File: config.mk
export PLATFORM = sky130hd
export DESIGN_NAME = rgb_gray_halfsize_ascii_art_unit
export DESIGN_NICKNAME = d
export VERILOG_FILES = /design/src/sv/rgha_pkg.sv /design/src/sv/rgha_ram.sv /design/src/sv/rgb_gray_halfsize_ascii_art_unit.sv
export SDC_FILE = /design/constraint.sdc
export NUM_CORES = 1
export LEC_CHECK = 0
export ABC_AREA = 0
export ABC_CLOCK_PERIOD_IN_PS = 7450
export BUFFER_PORTS_ARGS = -buffer_cell sky130_fd_sc_hd__clkbuf_2
export CAP_MARGIN = 20
export CORE_MARGIN = 2
export CORE_UTILIZATION = 63
export DETAILED_ROUTE_END_ITERATION = 16
export PLACE_DENSITY = 0.82
export SYNTH_ARGS = -nofsm -noshare
export SYNTH_HDL_FRONTEND = slang
export SYNTH_HIERARCHICAL = 1
export SYNTH_SLANG_ARGS = --single-unit
File: constraint.sdc
create_clock -name clock -period 7.45 [get_ports clock]
set_input_delay 1.49 -clock clock [delete_from_list [all_inputs] [get_ports clock]]
set_output_delay 1.49 -clock clock [all_outputs]
set_load 0.01 [all_outputs]
File: src/sv/rgha_pkg.sv
// Shared constants, types and pixel/glyph functions for the gray half-size ASCII art unit.
package rgha_pkg;

   localparam int DEF_MAX_WIDTH  = 64;
   localparam int DEF_MAX_HEIGHT = 64;
   localparam int GLYPH_LEVELS   = 16;

   localparam int COMP_WIDTH   = 8;   // one colour component
   localparam int QUARTER_W    = 6;   // gray >> 2
   localparam int PAIR_W       = 7;   // sum of two quarters
   localparam int SUM_W        = 8;   // sum of four quarters
   localparam int GLYPH_W      = 7;
   localparam int LEVEL_W      = $clog2(GLYPH_LEVELS);
   localparam int CSR_WIDTH    = 7;
   localparam int CSR_INDEX_W  = 1;
   localparam int REQ_DATA_W   = 24;
   localparam int RSP_DATA_W   = 8;

   localparam logic [CSR_WIDTH-1:0] FRAME_WIDTH_RESET  = 7'd32;
   localparam logic [CSR_WIDTH-1:0] FRAME_HEIGHT_RESET = 7'd32;

   typedef enum logic [CSR_INDEX_W-1:0] {
      CSR_FRAME_WIDTH  = 1'b0,
      CSR_FRAME_HEIGHT = 1'b1
   } csr_index_type;

   typedef logic [REQ_DATA_W-1:0] req_data_type;
   typedef logic [RSP_DATA_W-1:0] rsp_data_type;

   // Luma with weights 5/16, 9/16 and 2/16, then truncated to a quarter.
   function automatic logic [QUARTER_W-1:0] gray_quarter(input req_data_type pix);
      logic [11:0] acc;
      acc = 12'(pix[7:0]) * 12'd5 + 12'(pix[15:8]) * 12'd9 + {3'd0, pix[23:16], 1'b0};
      return acc[11:6];
   endfunction

   // sum * 15 / 255 equals sum / 17; for sums below 256, (sum * 241) >> 12 is exact.
   function automatic logic [LEVEL_W-1:0] glyph_level(input logic [SUM_W-1:0] sum);
      logic [15:0] prod;
      prod = 16'(sum) * 16'd241;
      return prod[15:12];
   endfunction

   function automatic logic [GLYPH_W-1:0] glyph_code(input logic [LEVEL_W-1:0] level);
      logic [GLYPH_W-1:0] code;
      case (level)
         4'd0:    code = 7'd32;   // space
         4'd1:    code = 7'd46;   // .
         4'd2:    code = 7'd58;   // :
         4'd3:    code = 7'd45;   // -
         4'd4:    code = 7'd61;   // =
         4'd5:    code = 7'd43;   // +
         4'd6:    code = 7'd47;   // /
         4'd7:    code = 7'd116;  // t
         4'd8:    code = 7'd122;  // z
         4'd9:    code = 7'd85;   // U
         4'd10:   code = 7'd119;  // w
         4'd11:   code = 7'd42;   // *
         4'd12:   code = 7'd48;   // 0
         4'd13:   code = 7'd35;   // #
         4'd14:   code = 7'd37;   // %
         default: code = 7'd64;   // @
      endcase
      return code;
   endfunction

endpackage

File: src/sv/rgha_ram.sv
// Generic single-write, single-read RAM with registered read data.
module rgha_ram #(
   parameter int WIDTH = 8,
   parameter int DEPTH = 32,
   parameter int ADDR_W = (DEPTH > 1) ? $clog2(DEPTH) : 1
) (
   input  logic              clock,
   input  logic              wr_en,
   input  logic [ADDR_W-1:0] wr_addr,
   input  logic [WIDTH-1:0]  wr_data,
   input  logic              rd_en,
   input  logic [ADDR_W-1:0] rd_addr,
   output logic [WIDTH-1:0]  rd_data
);

   logic [WIDTH-1:0] mem_ff [DEPTH];
   logic [WIDTH-1:0] rd_data_ff;

   always_ff @(posedge clock) begin
      if (wr_en) begin
         mem_ff[wr_addr] <= wr_data;
      end
      if (rd_en) begin
         rd_data_ff <= mem_ff[rd_addr];
      end
   end

   assign rd_data = rd_data_ff;

endmodule

File: src/sv/rgb_gray_halfsize_ascii_art_unit.sv
// Top level: RGB pixel stream to 2x2-downscaled ASCII art glyph stream.
//
//   Channel   Direction  Handshake                 Payload
//   req_      in         req_tvalid / req_tready   tdata: red, green, blue
//   rsp_      out        rsp_tvalid / rsp_tready   tdata: glyph; tlast: row_end;
//                                                  tuser: frame_end
//   csr_      in         csr_wr_en (no wait)       csr_index, csr_wr_data
//
// One pixel is accepted per clock while the result side keeps up. A glyph reaches
// rsp_ once the pixel completing its 2x2 block has passed the registered read of
// the line store and the glyph lookup into the output register. A stall on the
// result side fills the two stages and then holds req_tready low. Reset clears
// the position counters, the pipeline valids and the frame size registers; the
// line store needs no clearing pass since every entry is written before it is read.
module rgb_gray_halfsize_ascii_art_unit
   #(
   parameter int MAX_WIDTH  = rgha_pkg::DEF_MAX_WIDTH,
   parameter int MAX_HEIGHT = rgha_pkg::DEF_MAX_HEIGHT
) (
   input  logic                         clock,
   input  logic                         reset,
   // Pixel transactions
   input  logic                         req_tvalid,
   output logic                         req_tready,
   input  rgha_pkg::req_data_type       req_tdata,   // [7:0] red, [15:8] green, [23:16] blue
   // Glyph transactions
   output logic                         rsp_tvalid,
   input  logic                         rsp_tready,
   output rgha_pkg::rsp_data_type       rsp_tdata,   // [6:0] glyph, [7] zero
   output logic                         rsp_tlast,   // row_end
   output logic                         rsp_tuser,   // [0] frame_end
   // Frame size registers
   input  logic                         csr_wr_en,
   input  logic [rgha_pkg::CSR_INDEX_W-1:0] csr_index,
   input  logic [rgha_pkg::CSR_WIDTH-1:0]   csr_wr_data
);

   import rgha_pkg::*;

   // Widths for counters, effective sizes and the half-width line store.
   localparam int COL_W    = $clog2(MAX_WIDTH);
   localparam int ROW_W    = $clog2(MAX_HEIGHT);
   localparam int WCLOG    = $clog2(MAX_WIDTH + 1);
   localparam int HCLOG    = $clog2(MAX_HEIGHT + 1);
   localparam int WSIZE_W  = (WCLOG > CSR_WIDTH) ? WCLOG : CSR_WIDTH;
   localparam int HSIZE_W  = (HCLOG > CSR_WIDTH) ? HCLOG : CSR_WIDTH;
   localparam int STORE_DEPTH = MAX_WIDTH / 2;
   localparam int SLOT_W   = (STORE_DEPTH > 1) ? $clog2(STORE_DEPTH) : 1;

   // Frame size registers, kept raw and saturated when used.
   logic [CSR_WIDTH-1:0] frame_width_ff, frame_width_in;
   logic [CSR_WIDTH-1:0] frame_height_ff, frame_height_in;

   // Position and even-column state.
   logic [COL_W-1:0]     col_ff, col_in;
   logic [ROW_W-1:0]     row_ff, row_in;
   logic [QUARTER_W-1:0] left_quarter_ff, left_quarter_in;

   // Stage one: waits for the line store read.
   logic                 s1_valid_ff, s1_valid_in;
   logic [PAIR_W-1:0]    s1_pair_ff, s1_pair_in;
   logic                 s1_row_end_ff, s1_row_end_in;
   logic                 s1_frame_end_ff, s1_frame_end_in;

   // Output register.
   logic                 rsp_valid_ff, rsp_valid_in;
   logic [GLYPH_W-1:0]   rsp_glyph_ff, rsp_glyph_in;
   logic                 rsp_row_end_ff, rsp_row_end_in;
   logic                 rsp_frame_end_ff, rsp_frame_end_in;

   logic [WSIZE_W-1:0]   width_eff;
   logic [HSIZE_W-1:0]   height_eff;
   logic [WSIZE_W-1:0]   col_ext;
   logic [HSIZE_W-1:0]   row_ext;
   logic                 accept;
   logic                 s1_adv;
   logic [QUARTER_W-1:0] quarter;
   logic [PAIR_W-1:0]    pair_sum;
   logic                 in_range;
   logic                 store_wr;
   logic                 emit;
   logic [SLOT_W-1:0]    slot;
   logic [PAIR_W-1:0]    upper_pair;
   logic [SUM_W-1:0]     block_sum;
   logic                 last_col;
   logic                 last_row;

   // Out-of-range sizes are saturated into 2..MAX.
   always_comb begin
      width_eff = WSIZE_W'(frame_width_ff);
      if (width_eff < WSIZE_W'(2)) begin
         width_eff = WSIZE_W'(2);
      end else if (width_eff > WSIZE_W'(MAX_WIDTH)) begin
         width_eff = WSIZE_W'(MAX_WIDTH);
      end
      height_eff = HSIZE_W'(frame_height_ff);
      if (height_eff < HSIZE_W'(2)) begin
         height_eff = HSIZE_W'(2);
      end else if (height_eff > HSIZE_W'(MAX_HEIGHT)) begin
         height_eff = HSIZE_W'(MAX_HEIGHT);
      end
   end

   always_comb begin
      frame_width_in  = frame_width_ff;
      frame_height_in = frame_height_ff;
      if (csr_wr_en) begin
         unique case (csr_index_type'(csr_index))
            CSR_FRAME_WIDTH:  frame_width_in  = csr_wr_data;
            CSR_FRAME_HEIGHT: frame_height_in = csr_wr_data;
            default: ;
         endcase
      end
   end

   // The output register takes stage one whenever it is empty or being drained,
   // and stage one takes a new pixel whenever it is empty or moving on.
   assign s1_adv     = !rsp_valid_ff || rsp_tready;
   assign req_tready = !s1_valid_ff || s1_adv;
   assign accept     = req_tvalid && req_tready;

   assign col_ext  = WSIZE_W'(col_ff);
   assign row_ext  = HSIZE_W'(row_ff);
   assign quarter  = gray_quarter(req_tdata);
   assign pair_sum = PAIR_W'(left_quarter_ff) + PAIR_W'(quarter);
   assign slot     = SLOT_W'(col_ff >> 1);

   // Only odd columns inside the frame finish a pair. A counter beyond a shrunken size
   // produces nothing; a column wraps at the next pixel, a row at the end of that row.
   assign in_range = col_ff[0] && (col_ext < width_eff) && (row_ext < height_eff);
   assign store_wr = accept && in_range && !row_ff[0];
   assign emit     = accept && in_range && row_ff[0];

   // Row end sits on the last odd column; a trailing odd column is dropped.
   assign last_col = (col_ext == ((width_eff & ~WSIZE_W'(1)) - WSIZE_W'(1)));
   assign last_row = (row_ext == ((height_eff & ~HSIZE_W'(1)) - HSIZE_W'(1)));

   // Pair sums of the even row, one entry per output column. The odd row reads
   // the entry when its pixel is accepted; the write for that entry happened a
   // full input row earlier, so no bypass is needed.
   rgha_ram #(
      .WIDTH (PAIR_W),
      .DEPTH (STORE_DEPTH),
      .ADDR_W(SLOT_W)
   ) u_line_store (
      .clock  (clock),
      .wr_en  (store_wr),
      .wr_addr(slot),
      .wr_data(pair_sum),
      .rd_en  (emit),
      .rd_addr(slot),
      .rd_data(upper_pair)
   );

   // Position counters and the even-column quarter.
   always_comb begin
      col_in          = col_ff;
      row_in          = row_ff;
      left_quarter_in = left_quarter_ff;
      if (accept) begin
         if (!col_ff[0]) begin
            left_quarter_in = quarter;
         end
         if (col_ext + WSIZE_W'(1) >= width_eff) begin
            col_in = '0;
            if (row_ext + HSIZE_W'(1) >= height_eff) begin
               row_in = '0;
            end else begin
               row_in = row_ff + ROW_W'(1);
            end
         end else begin
            col_in = col_ff + COL_W'(1);
         end
      end
   end

   // Stage one holds the lower pair and the marks until the store data arrives.
   always_comb begin
      s1_valid_in     = s1_valid_ff;
      s1_pair_in      = s1_pair_ff;
      s1_row_end_in   = s1_row_end_ff;
      s1_frame_end_in = s1_frame_end_ff;
      if (accept) begin
         s1_valid_in = emit;
      end else if (s1_adv) begin
         s1_valid_in = 1'b0;
      end
      if (emit) begin
         s1_pair_in      = pair_sum;
         s1_row_end_in   = last_col;
         s1_frame_end_in = last_col && last_row;
      end
   end

   assign block_sum = SUM_W'(upper_pair) + SUM_W'(s1_pair_ff);

   always_comb begin
      rsp_valid_in     = rsp_valid_ff;
      rsp_glyph_in     = rsp_glyph_ff;
      rsp_row_end_in   = rsp_row_end_ff;
      rsp_frame_end_in = rsp_frame_end_ff;
      if (s1_adv) begin
         rsp_valid_in = s1_valid_ff;
         if (s1_valid_ff) begin
            rsp_glyph_in     = glyph_code(glyph_level(block_sum));
            rsp_row_end_in   = s1_row_end_ff;
            rsp_frame_end_in = s1_frame_end_ff;
         end
      end
   end

   always_ff @(posedge clock) begin
      if (reset) begin
         frame_width_ff  <= FRAME_WIDTH_RESET;
         frame_height_ff <= FRAME_HEIGHT_RESET;
         col_ff          <= '0;
         row_ff          <= '0;
         left_quarter_ff <= '0;
         s1_valid_ff     <= 1'b0;
         rsp_valid_ff    <= 1'b0;
      end else begin
         frame_width_ff  <= frame_width_in;
         frame_height_ff <= frame_height_in;
         col_ff          <= col_in;
         row_ff          <= row_in;
         left_quarter_ff <= left_quarter_in;
         s1_valid_ff     <= s1_valid_in;
         rsp_valid_ff    <= rsp_valid_in;
      end
   end

   always_ff @(posedge clock) begin
      s1_pair_ff       <= s1_pair_in;
      s1_row_end_ff    <= s1_row_end_in;
      s1_frame_end_ff  <= s1_frame_end_in;
      rsp_glyph_ff     <= rsp_glyph_in;
      rsp_row_end_ff   <= rsp_row_end_in;
      rsp_frame_end_ff <= rsp_frame_end_in;
   end

   assign rsp_tvalid = rsp_valid_ff;
   assign rsp_tdata  = {1'b0, rsp_glyph_ff};
   assign rsp_tlast  = rsp_row_end_ff;
   assign rsp_tuser  = rsp_frame_end_ff;

endmodule

==> metrics.cfg <==
[run_status]
status = complete, no violations

[worst_setup_path]
crit_path_start_kind = flop
crit_path_frequent_cell = ha_1
path_max_fanout = 8
required_ps = 7820
worstSetupEndpointType = flop
worstSetupPathType = reg2reg
cpMaxStageDelayCell = fa_1
crit_path_cell_trace = ha_1 > a21o_1 > a21oi_1 > o21bai_1 > a21oi_1 > xnor2_1 > xnor2_1 > ha_1 > inv_1 > fa_1 > inv_1 > ha_1 > ha_1 > ha_1 > a21oi_1 > nand3b_1 > o21ai_0 > xnor2_1 > inv_1 > ha_1 > nor2_1 > a21oi_1 > o311a_2 > a32oi_1
cpPeakStageDelay_ps = 490
arrival_ps = 6570

[drt]
drt_iter0_markers = 864
viasPerCell = 6.477
firstDrtPassIters = 7
via_count = 8860
drtAntennaViolNets = 0
drc = 0
routed_wl_um = 31500
wl_per_cell_um = 23.02

[layout]
mostFrequentLayoutCells = edfxtp_1, ha_1, inv_1
syn_to_final_growth_pct = 9.861
n_antenna_cell = 0
nets = 1239
drive_above_1_share = 0.1865
fin_area_um2 = 16090
instances_no_fill = 1368
layout_commonest_cell = edfxtp_1
fillers = 1430
post-route-util = 0.7084

[die]
coreArea_um2 = 22710
initial_core_util = 0.6448
die_y_um = 156.5
io_pins = 49
placement_rows = 55
die_width_um = 156.5
dieArea_um2 = 24480

[clocking]
cts_resized = 0
clkLatencyLatePin_ps = 570
clock_path_buffers = 3
htreeDepth = 1
cts-root-buf = clkbuf_16
cts_tree = yes
post_cts_buffers = 0
clkTransAtPathRegs_ps = 60
numCtsBuffers = 28
postCtsHoldBufs = 0
clock_sinks = 283

[timing]
finalSetupTns_ps = 0
skew_ps = 28.60
max_freq_mhz = 161.3
rsz0062_at_grt = no
worst_pin_slew_ps = 1135
fin_crit_sh = 0.8321
finalSetupViolations = 0
slew_violations = 0
slew_headroom = 0.2363
holdWs_ps = 430.0
hold_viol_final = 0
fin_crit_ps = 6199

[pwr]
p_leak_nw = 5.948
switchingPower_w = 0.002025
irDropWorstVdd_uv = 360.2
swShare = 0.3384
p_per_area_nw_per_um2 = 372.0
p_seq_frac = 0.444
p_int_w = 0.003959
clock_power_share = 0.224
power_frac_comb = 0.332

[synth]
syn_inst = 1008
synthesis.area_um2 = 14640
yosysSeqAreaShare = 0.5571
synth-edff-count = 249
syn_area_per_cell_um2 = 14.53
yosysWarnings = 6
ys_seq_elements = 283
synth.net_count = 1186
async_flop_share = 0
synth_cell_type_count = 66
synth_ff_type = edfxtp_1

[placement]
place_inst = 1315
finalWeightedCongestion = 0.8285
place_area_um2 = 15180
post-dp-hpwl_um = 20280
port_buffers = 47

[global_routing]
grt_util_all_layers = 0.2682
first_global_vias = 8902
grt_max_degree = 74
grt_pass1_wl_um = 49620
grt_overflow = 0
antenna_found_initial = 1

[run]
drv_cap = 0

[worst_hold_path]
hold_class = reg2reg

==> Yosys cell counts, types with 5 or more instances <==
| master | instances | share of area |
|---|---|---|
| clkbuf_1 | 25 | 0.0064 |
| nand2_1 | 47 | 0.012 |
| xnor2_1 | 29 | 0.017 |
| a31oi_1 | 7 | 0.0030 |
| a21oi_1 | 40 | 0.014 |
| dfxtp_1 | 34 | 0.046 |
| nor3_1 | 9 | 0.0031 |
| nor4_1 | 6 | 0.0026 |
| mux2i_1 | 17 | 0.012 |
| buf_6 | 5 | 0.0038 |
| a21o_1 | 5 | 0.0026 |
| a21boi_0 | 5 | 0.0026 |
| mux2_2 | 7 | 0.0054 |
| xor2_1 | 11 | 0.0066 |
| edfxtp_1 | 249 | 0.51 |
| mux4_2 | 70 | 0.11 |
| nor2_1 | 67 | 0.017 |
| ha_1 | 112 | 0.096 |
| nand3b_1 | 7 | 0.0036 |
| o21ai_0 | 26 | 0.0089 |
| nand3_1 | 30 | 0.010 |
| o21a_1 | 7 | 0.0036 |
| fa_1 | 29 | 0.040 |
| nor2b_1 | 6 | 0.0026 |
| inv_1 | 78 | 0.020 |
==> path summary, 6_finish.rpt <==
path                                           startpoint                         to  slack (ps)  cells after the start
worst max-delay path              s1_pair_ff[1]$_DFFE_PP_  rsp_glyph_ff[2]$_DFFE_PP_        1250                     24
worst min-delay path            s1_frame_end_ff$_DFFE_PP_        rsp_tuser$_DFFE_PP_         430                      0
worst max register to register    s1_pair_ff[1]$_DFFE_PP_  rsp_glyph_ff[2]$_DFFE_PP_        1250                     24
worst min register to register  s1_frame_end_ff$_DFFE_PP_        rsp_tuser$_DFFE_PP_         430                      0
==> sequential cells by signal, indices dropped and copies added (netlist names) <==
signal,count
rsp_tvalid,1
u_line_store/rd_data,7
rsp_glyph_ff,7
left_quarter_ff,6
rsp_tuser,1
s1_frame_end_ff,1
frame_width_ff,7
s1_pair_ff,7
rsp_tlast,1
s1_row_end_ff,1
u_line_store/mem_ff,224
col_ff,6
frame_height_ff,7
s1_valid_ff,1
row_ff,6
==> per-stage QoR <==
step	setup WS (ps)	power (W)
floorplan	980.4	0.003855
global placement	987.5	0.004465
detailed placement	806.6	0.004554
CTS	1244	0.005911
global route	693.8	0.006263
finish	1251	0.005984
==> layer usage <==
layer,track usage,vias up,part of all wire,wire length [um]
met4,0.07471,2,0.026,809
met1,0.3743,4425,0.40,12680
met5,0,-,0.00016,5
li1,-,3925,-,-
met3,0.03379,63,0.079,2486
met2,0.4514,445,0.49,15510
==> power by group through the flow <==
stage               sequential (W)  clock, W  combinational, W
floorplan                  0.00271         0           0.00115
global placement           0.00269         0           0.00177
detailed placement         0.00270         0           0.00186
CTS                        0.00266   0.00135           0.00190
global route               0.00266   0.00141           0.00220
finish                     0.00266   0.00134           0.00199
==> area by class of cell <==
| cell class | instances | area, um2 | share of cell area |
|---|---|---|---|
| sequential | 283 | 8163 | 0.5074 |
| timing repair buffer | 60 | 352.8 | 0.02193 |
| clock inverter | 19 | 135.1 | 0.008400 |
| clock buffer | 33 | 740.7 | 0.04604 |
| multi-input combinational | 610 | 6046 | 0.3758 |
| inverter | 78 | 292.8 | 0.01820 |
| tap | 285 | 356.6 | 0.02217 |
==> logic make-up (layout without fill, tap and decap cells) <==
family | count (synthesis) | after routing | share of synthesized area
AND/OR/NAND/NOR | 211 | 211 | 0.07126
XOR/XNOR | 40 | 40 | 0.02393
other | 1 | 1 | 0.0002561
AO/OA/AOI/OAI | 122 | 122 | 0.05426
buffers and inverters | 115 | 190 | 0.03247
flip-flops | 283 | 283 | 0.5571
multiplexers | 94 | 94 | 0.1247
adder cells (fa/ha/maj) | 142 | 142 | 0.1360
==> critical path: cells and delay by family (launching register included) <==
family	cells	cell delay [ps]
adders and majority gates	7	2310
AOI/OAI and AO/OA	9	1870
xor gates and xnor gates	3	840
DFF	1	420
and+or+nand+nor	2	300
buffers and inverters	3	270
No activity file was read; power rests on OpenSTA's default activity.
